$ cat src/hdl/cta_pkg.sv
// Shared types and constants of the clock source time accumulator.
package cta_pkg;

  localparam int CNT_W      = 64;
  localparam int SEC_W      = 64;
  localparam int NS_W       = 30;
  localparam int MULT_W     = 32;
  localparam int SHIFT_W    = 6;
  localparam int FRAC_W     = 64;
  // One second of shifted nanoseconds stays below 2^62 for shifts up to 32
  localparam int DIVISOR_W  = 62;
  // Fraction plus a 64-bit amount needs one extra bit
  localparam int DIVIDEND_W = FRAC_W + 1;

  localparam int USER_W     = 2;
  localparam int IN_DATA_W  = 160;
  localparam int OUT_DATA_W = 192;
  localparam int CFG_IDX_W  = 2;
  localparam int CFG_DATA_W = 64;

  localparam logic [NS_W-1:0]    NS_PER_SEC  = 30'd1000000000;
  localparam logic [SHIFT_W-1:0] SHIFT_LIMIT = 6'd32;

  // Sequencer counter covers both the multiply steps and the divide steps
  localparam int             SEQ_CNT_W = 7;
  localparam int             MUL_STEPS = 4;
  localparam logic [SEQ_CNT_W-1:0] MUL_LAST = SEQ_CNT_W'(MUL_STEPS);
  localparam logic [SEQ_CNT_W-1:0] DIV_LAST = SEQ_CNT_W'(DIVIDEND_W - 1);

  typedef enum logic [USER_W-1:0] {
    OP_TICK = 2'd0,
    OP_SET  = 2'd1,
    OP_ADD  = 2'd2,
    OP_READ = 2'd3
  } op_t;

  typedef enum logic [CFG_IDX_W-1:0] {
    CFG_FRAC_SHIFT   = 2'd0,
    CFG_MONO_MULT    = 2'd1,
    CFG_RAW_MULT     = 2'd2,
    CFG_COUNTER_MASK = 2'd3
  } cfg_idx_t;

  typedef enum logic [2:0] {
    ST_IDLE,
    ST_MUL,
    ST_SUM,
    ST_DIV,
    ST_FIN,
    ST_DONE
  } state_t;

  typedef struct packed {
    logic       load;
    logic       mul_go;
    logic       mul_add;
    logic [1:0] mul_sel;
    logic       sum;
    logic       div_step;
    logic       fin;
    logic       out_load;
  } dp_cmd_t;

  typedef struct packed {
    logic is_tick;
  } dp_status_t;

endpackage

$ cat src/hdl/cta_ctrl.sv
// Sequencer of the time accumulator: load, multiply, sum, divide, writeback, output.
module cta_ctrl (
  input  logic                        clk,
  input  logic                        rst,
  input  logic                        s_tvalid,
  output logic                        s_tready,
  output logic                        m_tvalid,
  input  logic                        m_tready,
  input  cta_pkg::dp_status_t         status,
  output cta_pkg::dp_cmd_t            cmd
);

  cta_pkg::state_t                    state, state_next;
  logic [cta_pkg::SEQ_CNT_W-1:0]      cnt, cnt_next;
  logic                               out_valid, out_valid_next;

  // State, counter and output valid registers
  always_ff @(posedge clk) begin
    if (rst) begin
      state     <= cta_pkg::ST_IDLE;
      cnt       <= '0;
      out_valid <= 1'b0;
    end else begin
      state     <= state_next;
      cnt       <= cnt_next;
      out_valid <= out_valid_next;
    end
  end

  // Next state and datapath commands
  always_comb begin
    state_next = state;
    cnt_next   = cnt;
    cmd        = '0;
    case (state)
      cta_pkg::ST_IDLE: begin
        if (s_tvalid) begin
          cmd.load   = 1'b1;
          cnt_next   = '0;
          state_next = cta_pkg::ST_MUL;
        end
      end
      cta_pkg::ST_MUL: begin
        if (!status.is_tick) begin
          state_next = cta_pkg::ST_SUM;
        end else begin
          cmd.mul_go  = (cnt < cta_pkg::MUL_LAST);
          cmd.mul_add = (cnt != '0);
          cmd.mul_sel = cnt[1:0];
          if (cnt == cta_pkg::MUL_LAST) begin
            state_next = cta_pkg::ST_SUM;
          end else begin
            cnt_next = cnt + 1'b1;
          end
        end
      end
      cta_pkg::ST_SUM: begin
        cmd.sum    = 1'b1;
        cnt_next   = '0;
        state_next = cta_pkg::ST_DIV;
      end
      cta_pkg::ST_DIV: begin
        cmd.div_step = 1'b1;
        if (cnt == cta_pkg::DIV_LAST) begin
          state_next = cta_pkg::ST_FIN;
        end else begin
          cnt_next = cnt + 1'b1;
        end
      end
      cta_pkg::ST_FIN: begin
        cmd.fin    = 1'b1;
        state_next = cta_pkg::ST_DONE;
      end
      cta_pkg::ST_DONE: begin
        // Hold until the output register is free
        if (!out_valid || m_tready) begin
          cmd.out_load = 1'b1;
          state_next   = cta_pkg::ST_IDLE;
        end
      end
      default: begin
        state_next = cta_pkg::ST_IDLE;
      end
    endcase
  end

  assign out_valid_next = cmd.out_load | (out_valid & ~m_tready);
  assign s_tready       = (state == cta_pkg::ST_IDLE);
  assign m_tvalid       = out_valid;

  a_accept_starts_mul: assert property (@(posedge clk) disable iff (rst)
    (s_tvalid && s_tready) |=> (state == cta_pkg::ST_MUL))
    else $error("accepted word did not start the multiply phase");

  a_mul_only_on_tick: assert property (@(posedge clk) disable iff (rst)
    (cmd.mul_go || cmd.mul_add) |-> status.is_tick)
    else $error("multiply step issued for a non-tick word");

  a_div_ends_in_fin: assert property (@(posedge clk) disable iff (rst)
    (state == cta_pkg::ST_DIV && cnt == cta_pkg::DIV_LAST) |=> (state == cta_pkg::ST_FIN))
    else $error("divide did not finish after its last step");

  a_out_slot_free: assert property (@(posedge clk) disable iff (rst)
    cmd.out_load |-> (!out_valid || m_tready))
    else $error("output register overwritten before it was taken");

endmodule

$ cat config.mk
export PLATFORM = sky130hd
export DESIGN_NAME = cta_ctrl
export DESIGN_NICKNAME = d
export VERILOG_FILES = /design/src/hdl/cta_pkg.sv /design/src/hdl/cta_ctrl.sv
export SDC_FILE = /design/constraint.sdc
export NUM_CORES = 1
export LEC_CHECK = 0
export BUFFER_PORTS_ARGS = -buffer_cell sky130_fd_sc_hd__clkbuf_2
export CORE_AREA = 2 2 41 43
export CTS_BUF_LIST = sky130_fd_sc_hd__clkbuf_8
export DETAILED_ROUTE_END_ITERATION = 8
export DIE_AREA = 0 0 43 45
export MAX_ROUTING_LAYER = met4
export PLACE_DENSITY = 0.83
export SLEW_MARGIN = 30
export SYNTH_ARGS = -nofsm -noshare
export SYNTH_HDL_FRONTEND = slang
export SYNTH_SLANG_ARGS = --single-unit
$ cat constraint.sdc
create_clock -name clk -period 2.04 [get_ports clk]
set_clock_uncertainty 0.15 [all_clocks]
set_input_delay 0.204 -clock clk [delete_from_list [all_inputs] [get_ports clk]]
set_output_delay 0.204 -clock clk [all_outputs]
set_load 0.03 [all_outputs]
==> results.toml <==
[logic_synthesis]
synth_edf_count = 0
synth_mux_area_share_pct = 1.42
synthFlopType = "dfxtp_1"
synth_compound_gate_area_share_pct = 22.1
synth-seq-cells = 11
syn_area_per_cell_um2 = 7.36
synth_top_family_by_area = "simple AND/OR/NAND/NOR gates"
async_flop_share_pct = 0
synth_xor_area_share_pct = 0
ys_warn_count = 0
synthSimpleGateAreaFrac_pct = 37.5
syn-cell-area_um2 = 707
postSynthNetCount = 103
synthAdderAreaFrac_pct = 3.54
seq_area_frac_synth_pct = 31.2
synth_cell_types = 30
syn_inst = 96

[floorplan]
dieArea_um2 = 1940
initial_core_util_pct = 48.0
die_x_um = 43
die_h_um = 45
core_um2 = 1470
rows = 14
pin_count = 16

[layout]
mostFrequentLayoutCells = "nor2_1 (16), clkbuf_2 (14), dfxtp_1 (10)"
final_common_cell = "nor2_1"
layout-drive-gt1-share_pct = 32.2
fin_nets = 126
n_antenna_cell = 0
syn2layout_area_growth_pct = 32.2
nFillCells = 134

[setup_path]
cp.required_ns = 2.02
regToRegStartpoint = "cnt[0]"
crit_type = "flop to flop"
crit_family = "simple AND/OR/NAND/NOR gates"
cp.buffers_inverters = 1
cp_slowest_cell = "or4b_4"
path_max_fanout = 4
crit_start = "cnt[0]"
path_cells = "inv_2 > ha_4 > or4b_4 > nor3_4 > a21oi_4 > a32o_1 > a31o_1"
worst_ep_arrival_time_ns = 1.98
endpoint_kind = "flop"
start_kind = "flop"
cpPeakStageDelay_ns = 0.51

[global_routing]
grt_usage_pct = 21.5
grt_pass1_wl_um = 2970
first_global_vias = 702
grt-ovfl-total = 0
antenna_found_initial = 0
grt_max_degree = 14

[power]
total_switching_power_w = 0.000185
power_w = 0.000594
peakVddDrop_v = 0.000527
power.density_nw_per_um2 = 636
leakage_nw = 0.403
combPwrFrac_pct = 24.5
p_int_w = 0.000409
sw_frac_of_total_pct = 31.1
p_seq_share_pct = 39.5
power_frac_clock_pct = 36.0

[clock_network]
cts_tree = "built"
cts_htree_levels = 1
cts_root_buf = "clkbuf_8"
max-clock-path-buffers = 2
cts_inserted_buffers = 3
clk_latency_ns = 0.24
cts_sinks = 11
cts.reportedPaths.clkPinSlew_ns = 0.05

[hold_path]
hold_start = "rst"
hold_class = "primary input to flop"

[sta]
fin_hold_ws_ns = 0.0869
final.setup.tns_ns = 0
drv_slew = 0
tightest_slew_ns = 0.458
setup_viol = 0
max_freq_mhz = 501
hold_violations = 0
fin_crit_sh_pct = 97.9
max_slew_margin_pct = 69.4
min_period_ns = 2.00

[detailed_routing]
drcViolationCount = 0
ant_nets = 0
wire_per_inst_um = 13.8
routed_via_density = 5.87
totalWireLength_um = 1850
dr.pass1.iters = 4
vias = 787
drtIter0Drc = 24

[placement]
place_congestion = 0.947
io_buffers = 15
dp_hpwl_um = 1300

[run]
drv_cap = 0

[status]
status = "finished clean"
==> metrics by stage <==
step / instances / cell area (um2) / utilization (%) / setup slack [ns]
2_1_floorplan: 96 / 713 / - / 0.0543
3_3_place_gp: 127 / 827 / 56.2 / 0.0817
3_5_place_dp: 127 / 827 / 56.2 / 0.0117
4_1_cts: 131 / 872 / 59.3 / 0.00715
5_1_grt: 134 / 935 / 63.5 / -0.0170
6_report: 134 / 935 / 63.5 / 0.0430
==> sequential cells by signal (all words and copies together) (netlist names) <==
| name | flops |
|---|---|
| state | 3 |
| m_tvalid | 1 |
| cnt | 7 |
==> per-layer routing <==
layer | wire length, um | share of wire [%] | vias up | GRT usage [%]
met2 | 930 | 50 | 32 | 37.6
met1 | 793 | 43 | 367 | 22.9
met5 | 0 | 0 | - | -
li1 | - | - | 386 | -
met4 | 17 | 0.92 | 0 | 6.67
met3 | 107 | 5.8 | 2 | 7.60
==> logic make-up after synthesis <==
family,Yosys count
AOI/OAI and AO/OA,24
buffers and inverters,8
and+or+nand+nor,50
muxes,1
DFF,11
adders and majority gates,2
==> Yosys cell counts (2+ instances only) <==
library cell / count / area share [%]
and2_1: 3 / 2.7
nor2_1: 16 / 8.5
ha_1: 2 / 3.5
o21ai_0: 7 / 5.0
nand2_1: 7 / 3.7
nor3_1: 8 / 5.7
clkbuf_1: 5 / 2.7
nand2b_1: 3 / 2.7
nor2b_1: 3 / 2.7
nand3_1: 3 / 2.1
inv_1: 3 / 1.6
a21oi_1: 6 / 4.2
nor3b_1: 2 / 2.1
a32o_1: 2 / 2.8
dfxtp_1: 11 / 31
==> worst register-to-register path, cell delays in order, from the launching register on <==
cell and delay (ns):
dfxtp_2 0.32, inv_2 0.07, ha_4 0.12, or4b_4 0.51
nor3_4 0.21, a21oi_4 0.07, a32o_1 0.27, a31o_1 0.18
==> power by group through the flow <==
stage / sequential (W) / combinational (W) / clock (W)
final: 0.000235 / 0.000145 / 0.000214
after CTS: 0.000233 / 0.000128 / 0.000219
after floorplan: 0.000231 / 0.0000951 / 0
after detailed placement: 0.000237 / 0.000128 / 0
after global placement: 0.000237 / 0.000125 / 0
after global routing: 0.000236 / 0.000155 / 0.000235
==> area by class of cell <==
type / instances / area, um2 / share of cell area, %
well taps: 16 / 20.0 / 2.14
inverters: 3 / 11.3 / 1.20
flip-flops and latches: 11 / 221 / 23.7
clock inverters: 1 / 3.75 / 0.402
multi-input cells: 77 / 502 / 53.7
clock buffers: 3 / 41.3 / 4.42
repair buffers: 23 / 135 / 14.5
==> final timing paths <==
path,slack (ns),cells after the start,to
setup / recovery,0.04,7,cnt[2]
hold / removal,0.09,2,m_tvalid
setup reg to reg,0.04,7,cnt[2]
hold reg to reg,0.36,2,m_tvalid
==> timing repair <==
| item | in CTS | in global routing |
|---|---|---|
| resized for setup | 0 | 12 |
| setup buffers | 0 | 3 |
| hold buffers | 0 | 0 |
| setup endpoints to repair | 0 | 4 |
Power figures use the tool's default switching activity.
